[src/rtl/itrt_pkg.sv]
`default_nettype none
package itrt_pkg;

   localparam logic [7:0] DEFAULT_RADIX   = 8'd10;
   localparam logic [7:0] MIN_RADIX       = 8'd2;
   localparam logic [7:0] CHAR_ZERO       = 8'h30;
   localparam logic [7:0] CHAR_ALPHA_BIAS = 8'd55;
   localparam logic [7:0] CHAR_MINUS      = 8'h2D;
   localparam logic [7:0] CHAR_NUL        = 8'h00;

   // quotient bits resolved per divider cycle
   localparam int DIV_STEP = 8;

   typedef struct packed {
      logic [31:0] value;
      logic        is_signed;
      logic [7:0]  radix;
      logic [7:0]  room;
   } req_type;

   typedef struct packed {
      logic [7:0] character;
      logic       is_last;
      logic       empty_res;
   } rsp_type;

   typedef struct packed {
      logic       negative;
      logic       tiny;
      logic [7:0] radix;
      logic [7:0] limit;
   } cmd_info_type;

   typedef enum logic [2:0] {
      ST_IDLE,
      ST_DIV,
      ST_SIGN,
      ST_DIGIT,
      ST_TERM
   } back_state_type;

   function automatic logic [7:0] digit_char(input logic [7:0] d);
      return (d < DEFAULT_RADIX) ? (d + CHAR_ZERO) : (d + CHAR_ALPHA_BIAS);
   endfunction

endpackage
`default_nettype wire

[src/rtl/integer_to_radix_text_core.sv]
`default_nettype none
// Integer to ASCII text converter. Each request (value, signed flag, radix, room) yields
// a minus sign for a signed negative value in radix ten, then its digits most significant
// first, cut to room - 1 characters in all, then a zero terminator flagged is_last; a room
// of 0 or 1 yields only an empty_res terminator. The front classifies requests into a
// two-entry queue; the back divides by the radix in a shared restoring divider that
// resolves 8 quotient bits per cycle and works out every digit before any is sent. The
// sign goes out in its own state after the divider, and the digit loop sees its end
// before the terminator. Results leave through a two-entry queue, so a pending result
// does not hold off new requests.
module integer_to_radix_text_core #(
   parameter int VALUE_BITS = 32
) (
   input  wire logic              clock,
   input  wire logic              reset,
   input  wire logic              req_push,
   output      logic              req_full,
   input  wire itrt_pkg::req_type req_data,
   output      logic              rsp_empty,
   input  wire logic              rsp_pop,
   output      itrt_pkg::rsp_type rsp_data
);

   localparam int INFO_W = $bits(itrt_pkg::cmd_info_type);
   localparam int CMD_W  = VALUE_BITS + INFO_W;
   localparam int RSP_W  = $bits(itrt_pkg::rsp_type);

   logic                   cmd_push, cmd_full, cmd_pop, cmd_empty;
   logic [VALUE_BITS-1:0]  front_mag;
   itrt_pkg::cmd_info_type front_info, back_info;
   logic [CMD_W-1:0]       cmd_wdata, cmd_rdata;
   logic                   out_push, out_full;
   itrt_pkg::rsp_type      out_data;
   logic [RSP_W-1:0]       out_rdata;

   itrt_front #(.VALUE_BITS(VALUE_BITS)) u_front (
      .req_push (req_push),
      .req_full (req_full),
      .req_data (req_data),
      .cmd_push (cmd_push),
      .cmd_full (cmd_full),
      .cmd_mag  (front_mag),
      .cmd_info (front_info)
   );

   assign cmd_wdata = {front_mag, front_info};

   itrt_fifo #(.WIDTH(CMD_W), .DEPTH(2)) u_cmd_fifo (
      .clock (clock),
      .reset (reset),
      .push  (cmd_push),
      .full  (cmd_full),
      .wdata (cmd_wdata),
      .pop   (cmd_pop),
      .empty (cmd_empty),
      .rdata (cmd_rdata)
   );

   assign back_info = itrt_pkg::cmd_info_type'(cmd_rdata[INFO_W-1:0]);

   itrt_back #(.VALUE_BITS(VALUE_BITS)) u_back (
      .clock     (clock),
      .reset     (reset),
      .cmd_empty (cmd_empty),
      .cmd_pop   (cmd_pop),
      .cmd_mag   (cmd_rdata[CMD_W-1:INFO_W]),
      .cmd_info  (back_info),
      .out_push  (out_push),
      .out_full  (out_full),
      .out_data  (out_data)
   );

   itrt_fifo #(.WIDTH(RSP_W), .DEPTH(2)) u_rsp_fifo (
      .clock (clock),
      .reset (reset),
      .push  (out_push),
      .full  (out_full),
      .wdata (out_data),
      .pop   (rsp_pop),
      .empty (rsp_empty),
      .rdata (out_rdata)
   );

   assign rsp_data = itrt_pkg::rsp_type'(out_rdata);

endmodule
`default_nettype wire

[src/rtl/itrt_fifo.sv]
`default_nettype none
module itrt_fifo #(
   parameter int WIDTH = 8,
   parameter int DEPTH = 2
) (
   input  wire logic             clock,
   input  wire logic             reset,
   input  wire logic             push,
   output      logic             full,
   input  wire logic [WIDTH-1:0] wdata,
   input  wire logic             pop,
   output      logic             empty,
   output      logic [WIDTH-1:0] rdata
);

   localparam int AW = (DEPTH > 1) ? $clog2(DEPTH) : 1;
   localparam int CW = $clog2(DEPTH + 1);

   logic [WIDTH-1:0] slot_ff [DEPTH];
   logic [AW-1:0]    wr_ptr_ff, wr_ptr_in;
   logic [AW-1:0]    rd_ptr_ff, rd_ptr_in;
   logic [CW-1:0]    count_ff, count_in;
   logic             do_push, do_pop;

   assign full    = (count_ff == CW'(DEPTH));
   assign empty   = (count_ff == '0);
   assign rdata   = slot_ff[rd_ptr_ff];
   assign do_push = push && !full;
   assign do_pop  = pop && !empty;

   always_comb begin
      wr_ptr_in = wr_ptr_ff;
      rd_ptr_in = rd_ptr_ff;
      count_in  = count_ff;
      if (do_push) begin
         wr_ptr_in = (wr_ptr_ff == AW'(DEPTH - 1)) ? '0 : wr_ptr_ff + AW'(1);
      end
      if (do_pop) begin
         rd_ptr_in = (rd_ptr_ff == AW'(DEPTH - 1)) ? '0 : rd_ptr_ff + AW'(1);
      end
      if (do_push && !do_pop) begin
         count_in = count_ff + CW'(1);
      end else if (do_pop && !do_push) begin
         count_in = count_ff - CW'(1);
      end
   end

   always_ff @(posedge clock) begin
      if (reset) begin
         wr_ptr_ff <= '0;
         rd_ptr_ff <= '0;
         count_ff  <= '0;
      end else begin
         wr_ptr_ff <= wr_ptr_in;
         rd_ptr_ff <= rd_ptr_in;
         count_ff  <= count_in;
      end
   end

   always_ff @(posedge clock) begin
      if (do_push) begin
         slot_ff[wr_ptr_ff] <= wdata;
      end
   end

endmodule
`default_nettype wire

[src/rtl/itrt_front.sv]
`default_nettype none
module itrt_front #(
   parameter int VALUE_BITS = 32
) (
   input  wire logic                   req_push,
   output      logic                   req_full,
   input  wire itrt_pkg::req_type      req_data,
   output      logic                   cmd_push,
   input  wire logic                   cmd_full,
   output      logic [VALUE_BITS-1:0]  cmd_mag,
   output      itrt_pkg::cmd_info_type cmd_info
);

   logic [VALUE_BITS-1:0] mag_raw;
   logic                  negative;

   assign mag_raw  = VALUE_BITS'(req_data.value);
   // sign only for an explicit base ten
   assign negative = req_data.is_signed && (req_data.radix == itrt_pkg::DEFAULT_RADIX)
                     && mag_raw[VALUE_BITS-1];

   assign cmd_mag = negative ? (~mag_raw + VALUE_BITS'(1)) : mag_raw;

   always_comb begin
      cmd_info.negative = negative;
      cmd_info.tiny     = (req_data.room <= 8'd1);
      cmd_info.radix    = (req_data.radix < itrt_pkg::MIN_RADIX) ?
                          itrt_pkg::DEFAULT_RADIX : req_data.radix;
      cmd_info.limit    = req_data.room - 8'd1;
   end

   assign cmd_push = req_push && !cmd_full;
   assign req_full = cmd_full;

endmodule
`default_nettype wire

[src/rtl/itrt_back.sv]
`default_nettype none
module itrt_back #(
   parameter int VALUE_BITS = 32
) (
   input  wire logic                   clock,
   input  wire logic                   reset,
   input  wire logic                   cmd_empty,
   output      logic                   cmd_pop,
   input  wire logic [VALUE_BITS-1:0]  cmd_mag,
   input  wire itrt_pkg::cmd_info_type cmd_info,
   output      logic                   out_push,
   input  wire logic                   out_full,
   output      itrt_pkg::rsp_type      out_data
);

   localparam int STEP    = itrt_pkg::DIV_STEP;
   localparam int DIV_CYC = (VALUE_BITS + STEP - 1) / STEP;
   localparam int PAD_W   = DIV_CYC * STEP;
   localparam int CYC_W   = (DIV_CYC > 1) ? $clog2(DIV_CYC) : 1;
   localparam int DEPTH   = VALUE_BITS;
   localparam int AW      = $clog2(DEPTH);
   localparam int PW      = $clog2(DEPTH + 1);

   itrt_pkg::back_state_type state_ff, state_in;

   logic [PAD_W-1:0] quo_ff, quo_in, quo_w;
   logic [7:0]       rem_ff, rem_in, rem_w;
   logic [8:0]       trial;
   logic [CYC_W-1:0] cyc_ff, cyc_in;
   logic [PW-1:0]    ptr_ff, ptr_in, rd_ptr;
   logic             neg_ff, neg_in;
   logic             tiny_ff, tiny_in;
   logic [7:0]       radix_ff, radix_in;
   logic [7:0]       limit_ff, limit_in;
   logic [7:0]       rd_ff;
   logic [7:0]       digit_mem [DEPTH];
   logic             mem_we;
   logic             last_cyc, quo_zero, sign_emit;

   // restoring division, STEP quotient bits per cycle
   always_comb begin
      rem_w = rem_ff;
      quo_w = quo_ff;
      trial = '0;
      for (int i = 0; i < STEP; i++) begin
         trial = {rem_w, quo_w[PAD_W-1]};
         quo_w = {quo_w[PAD_W-2:0], 1'b0};
         if (trial >= {1'b0, radix_ff}) begin
            trial    = trial - {1'b0, radix_ff};
            quo_w[0] = 1'b1;
         end
         rem_w = trial[7:0];
      end
   end

   assign last_cyc  = (cyc_ff == CYC_W'(DIV_CYC - 1));
   assign quo_zero  = (quo_w == '0);
   assign sign_emit = neg_ff && (limit_ff != 8'd0);

   always_comb begin
      state_in = state_ff;
      case (state_ff)
         itrt_pkg::ST_IDLE: begin
            if (!cmd_empty) begin
               state_in = cmd_info.tiny ? itrt_pkg::ST_TERM : itrt_pkg::ST_DIV;
            end
         end
         itrt_pkg::ST_DIV: begin
            if (last_cyc && quo_zero) begin
               state_in = itrt_pkg::ST_SIGN;
            end
         end
         itrt_pkg::ST_SIGN: begin
            if (!sign_emit || !out_full) begin
               state_in = itrt_pkg::ST_DIGIT;
            end
         end
         itrt_pkg::ST_DIGIT: begin
            if ((ptr_ff == '0) || (limit_ff == 8'd0)) begin
               state_in = itrt_pkg::ST_TERM;
            end
         end
         itrt_pkg::ST_TERM: begin
            if (!out_full) begin
               state_in = itrt_pkg::ST_IDLE;
            end
         end
         default: state_in = itrt_pkg::ST_IDLE;
      endcase
   end

   always_comb begin
      cmd_pop            = 1'b0;
      out_push           = 1'b0;
      out_data.character = itrt_pkg::CHAR_NUL;
      out_data.is_last   = 1'b0;
      out_data.empty_res = 1'b0;
      mem_we             = 1'b0;
      quo_in             = quo_ff;
      rem_in             = rem_ff;
      cyc_in             = cyc_ff;
      ptr_in             = ptr_ff;
      neg_in             = neg_ff;
      tiny_in            = tiny_ff;
      radix_in           = radix_ff;
      limit_in           = limit_ff;
      case (state_ff)
         itrt_pkg::ST_IDLE: begin
            if (!cmd_empty) begin
               cmd_pop  = 1'b1;
               quo_in   = PAD_W'(cmd_mag);
               rem_in   = '0;
               cyc_in   = '0;
               ptr_in   = '0;
               neg_in   = cmd_info.negative;
               tiny_in  = cmd_info.tiny;
               radix_in = cmd_info.radix;
               limit_in = cmd_info.limit;
            end
         end
         itrt_pkg::ST_DIV: begin
            quo_in = quo_w;
            rem_in = rem_w;
            if (last_cyc) begin
               // digit done, quotient stays as next dividend
               mem_we = 1'b1;
               ptr_in = ptr_ff + PW'(1);
               rem_in = '0;
               cyc_in = '0;
            end else begin
               cyc_in = cyc_ff + CYC_W'(1);
            end
         end
         itrt_pkg::ST_SIGN: begin
            if (sign_emit && !out_full) begin
               out_push           = 1'b1;
               out_data.character = itrt_pkg::CHAR_MINUS;
               limit_in           = limit_ff - 8'd1;
            end
         end
         itrt_pkg::ST_DIGIT: begin
            if ((ptr_ff != '0) && (limit_ff != 8'd0) && !out_full) begin
               out_push           = 1'b1;
               out_data.character = rd_ff;
               ptr_in             = ptr_ff - PW'(1);
               limit_in           = limit_ff - 8'd1;
            end
         end
         itrt_pkg::ST_TERM: begin
            if (!out_full) begin
               out_push           = 1'b1;
               out_data.is_last   = 1'b1;
               out_data.empty_res = tiny_ff;
            end
         end
         default: begin
         end
      endcase
   end

   // read the top of the digit stack for the pointer of the next cycle
   assign rd_ptr = ptr_in - PW'(1);

   always_ff @(posedge clock) begin
      if (mem_we) begin
         digit_mem[ptr_ff[AW-1:0]] <= itrt_pkg::digit_char(rem_w);
      end
      rd_ff <= digit_mem[rd_ptr[AW-1:0]];
   end

   always_ff @(posedge clock) begin
      if (reset) begin
         state_ff <= itrt_pkg::ST_IDLE;
         cyc_ff   <= '0;
         ptr_ff   <= '0;
      end else begin
         state_ff <= state_in;
         cyc_ff   <= cyc_in;
         ptr_ff   <= ptr_in;
      end
   end

   always_ff @(posedge clock) begin
      quo_ff   <= quo_in;
      rem_ff   <= rem_in;
      neg_ff   <= neg_in;
      tiny_ff  <= tiny_in;
      radix_ff <= radix_in;
      limit_ff <= limit_in;
   end

endmodule
`default_nettype wire

[config.mk]
export PLATFORM = sky130hd
export DESIGN_NAME = integer_to_radix_text_core
export DESIGN_NICKNAME = d
export VERILOG_FILES = /design/src/rtl/itrt_pkg.sv /design/src/rtl/integer_to_radix_text_core.sv /design/src/rtl/itrt_fifo.sv /design/src/rtl/itrt_front.sv /design/src/rtl/itrt_back.sv
export SDC_FILE = /design/constraint.sdc
export NUM_CORES = 1
export LEC_CHECK = 0
export BUFFER_PORTS_ARGS = -buffer_cell sky130_fd_sc_hd__buf_2
export CAP_MARGIN = 20
export CORE_MARGIN = 2
export CORE_UTILIZATION = 50
export DETAILED_ROUTE_END_ITERATION = 7
export PLACE_DENSITY = 0.66
export SLEW_MARGIN = 30
export SYNTH_ARGS = -nofsm -noshare
export SYNTH_HDL_FRONTEND = slang
export SYNTH_SLANG_ARGS = --single-unit
[constraint.sdc]
create_clock -name clock -period 22.4 [get_ports clock]
set_input_delay 3.36 -clock clock [delete_from_list [all_inputs] [get_ports clock]]
set_output_delay 3.36 -clock clock [all_outputs]
set_load 0.05 [all_outputs]
==> impl_metrics.json <==
{
  "netlist_top_cells_count": "edfxtp_1 (434), mux2i_1 (175), nor2_1 (140), nand2_1 (99), ha_1 (80)",
  "cts.htree.levels": 2,
  "antenna_cells": 0,
  "cts-buffers-inserted": 48,
  "synth_edf_count": 434,
  "path_class": "register to register",
  "hold_violations": 0,
  "skew_ns": 0.0153,
  "netlist_area_um2": 23300,
  "via_per_inst": 5.77,
  "via_count": 14292,
  "synth_nets": 1904,
  "dr.pass1.iters": 5,
  "clk_latency_ns": 0.58,
  "routed_wl_um": 51200,
  "ys_ff_latch": 463,
  "die_x_um": 220,
  "syn_area_per_cell_um2": 13.2,
  "antenna_found_initial": 3,
  "path_common_cell": "o21ai_0",
  "synthToLayoutAreaGrowth_pct": 11.5,
  "critical_path_buf_inv_count": 10,
  "gp_congestion": 0.890,
  "timing.hold.ws_ns": 0.479,
  "cts.reportedPaths.clkPinSlew_ns": 0.06,
  "yosys.area.top_type": "edfxtp_1",
  "drt.antenna.violating_nets": 0,
  "ys_warn_count": 0,
  "status": "completed",
  "drc": 0,
  "syn_inst": 1763,
  "max_stage_delay_ns": 0.51,
  "netlist_top_cells_area": "edfxtp_1 (56%), mux2i_1 (7.5%), ha_1 (4.3%)",
  "setup-tns-final_ns": 0,
  "critPathSlowestCell": "a221oi_1",
  "drive_above_1_share_pct": 15.7,
  "maxSlewViolCount": 0,
  "grt_overflow": 0,
  "dpl.hpwl_um": 34600,
  "slew_headroom_pct": 32.2,
  "final_util_pct": 56.2,
  "final_nets": 1976,
  "grt_pass1_vias": 13961,
  "cp.arrival_ns": 20.97,
  "hold_class": "register to register",
  "synth_most_common_cell": "edfxtp_1",
  "numPortBuffers": 64,
  "initial_utilization_pct": 50.4,
  "max-cap-violations": 0,
  "rows": 79,
  "clockRootBuffer": "clkbuf_16",
  "placed_cell_area_um2": 24300,
  "io_pins": 65,
  "setup_violations": 0,
  "grt_pass1_wl_um": 79700,
  "cts_tree": "yes",
  "tightest_slew_ns": 1.01,
  "core-area_um2": 46300,
  "ctsLongestPathBuffers": 3,
  "die-height_um": 220,
  "post-synth-top-area-fraction_pct": 55.9,
  "track_usage_pct": 21.6,
  "grt_start_max_net_pins": 76,
  "crit_path_start_kind": "register",
  "dieArea_um2": 48400,
  "drt_iter0_drc": 1149,
  "synth_cell_type_count": 80,
  "clock-sinks": 463,
  "wl_per_cell_um": 20.7,
  "fin_crit_sh_pct": 91.9,
  "synthArstFlopShare_pct": 0,
  "fmax_ghz": 0.0486,
  "design_area_um2": 26000,
  "required_ns": 22.79,
  "layout_min_cycle_time_ns": 20.58,
  "synth_ff_type": "edfxtp_1",
  "cp_max_fo": 20,
  "ys_seq_area_share_pct": 58.4,
  "cp-end-kind": "register",
  "cpLargestDelayFamily": "compound AO/OA/AOI/OAI gates",
  "rsz0062_at_grt": "false"
}
cell type report:
class                   count  area (µm²)
inverters                  76         285
well taps                 607         759
fillers                  3742       20300
repair buffers             94         551
clock inverters            17         133
clock buffers              69        1420
multi-input cells        1152        9220
flip-flops and latches    463       13600
layout by cell type (no fill, tap or decap), types with 6 or more instances in the layout:
cell type,n
a211o_1,6
a211oi_1,13
a21boi_0,8
a21o_1,16
a21oi_1,63
a31oi_1,6
and2_1,10
and3_1,6
buf_2,65
buf_4,27
clkbuf_1,10
clkbuf_16,51
clkbuf_8,8
clkinv_1,6
dfxtp_1,28
edfxtp_1,434
fa_1,8
ha_1,80
inv_1,75
mux2_2,40
mux2i_1,173
mux4_2,40
nand2_1,98
nand2b_1,16
nand3_1,28
nand4_1,16
nor2_1,136
nor2b_1,27
nor3_1,26
nor4_1,15
o211ai_1,6
o21a_1,15
o21ai_0,77
o22ai_1,6
o31a_1,8
o31ai_1,9
or3_1,13
xnor2_1,36
xor2_1,44
sequential cells by signal (all words and copies together), names as in the netlist, 2 cells and up, named ones only:
name,flops
u_cmd_fifo.slot_ff,100
u_back.radix_ff,8
u_rsp_fifo.count_ff,2
u_cmd_fifo.count_ff,2
u_rsp_fifo.slot_ff,20
u_back.digit_mem,256
u_back.rd_ff,8
u_back.rem_ff,8
u_back.cyc_ff,2
u_back.limit_ff,8
u_back.ptr_ff,6
u_back.quo_ff,32
u_back.state_ff,3
routing by layer:
layer | share of wire [%] | up-vias | wire length [µm] | global-route usage (%)
met1 | 47 | 7063 | 24100 | 31.7
met2 | 46 | 316 | 23700 | 34.2
met4 | 1.8 | 0 | 910 | 5.10
met5 | 0 | - | 0 | 0
li1 | - | 6839 | - | -
met3 | 4.7 | 74 | 2430 | 3.08
worst reg2reg max path: cells and delay by family, from the launching register on:
kind / cells / cell delay, ns
DFF: 1 / 0.35
buffers and inverters: 10 / 1.97
muxes: 1 / 0.15
and+or+nand+nor: 20 / 3.03
AOI/OAI and AO/OA: 50 / 11.71
adders and majority gates: 9 / 2.85
xor gates and xnor gates: 1 / 0.33
through the flow:
| step | cells | worst slack (ns) |
|---|---|---|
| after floorplan | 1763 | 3.01 |
| after global placement | 2383 | 1.48 |
| after detailed placement | 2383 | 1.02 |
| after CTS | 2469 | 0.886 |
| after global routing | 2478 | 0.0632 |
| final | 2478 | 1.82 |
cells by family after synthesis:
kind of cell	count (synthesis)	share of synthesized area [%]
DFF	463	58.4
and+or+nand+nor	438	9.24
AOI/OAI and AO/OA	284	8.23
muxes	257	13.5
buffers and inverters	148	2.50
adders and majority gates	88	4.98
xor gates and xnor gates	85	3.19
worst paths after layout:
path / start / endpoint / slack (ns) / cells after the start
min: u_back.cyc_ff[1]$_SDFFE_PP0P_ / u_back.cyc_ff[1]$_SDFFE_PP0P_ / 0.48 / 2
min reg2reg: u_back.cyc_ff[1]$_SDFFE_PP0P_ / u_back.cyc_ff[1]$_SDFFE_PP0P_ / 0.48 / 2
max reg2reg: u_back.radix_ff[6]$_DFFE_PP_ / u_back.digit_mem[6][0]$_DFFE_PP_ / 1.82 / 91
max: u_back.radix_ff[6]$_DFFE_PP_ / u_back.digit_mem[6][0]$_DFFE_PP_ / 1.82 / 91
repair_timing:
action | in CTS | in global routing
hold buffers | 0 | 0
setup endpoints to repair | 0 | 256
setup buffers | 0 | 8
gates resized for setup | 0 | 1
Power is not shown: default switching activity piles up to over one toggle a cycle in this logic, so the estimate is an artifact.
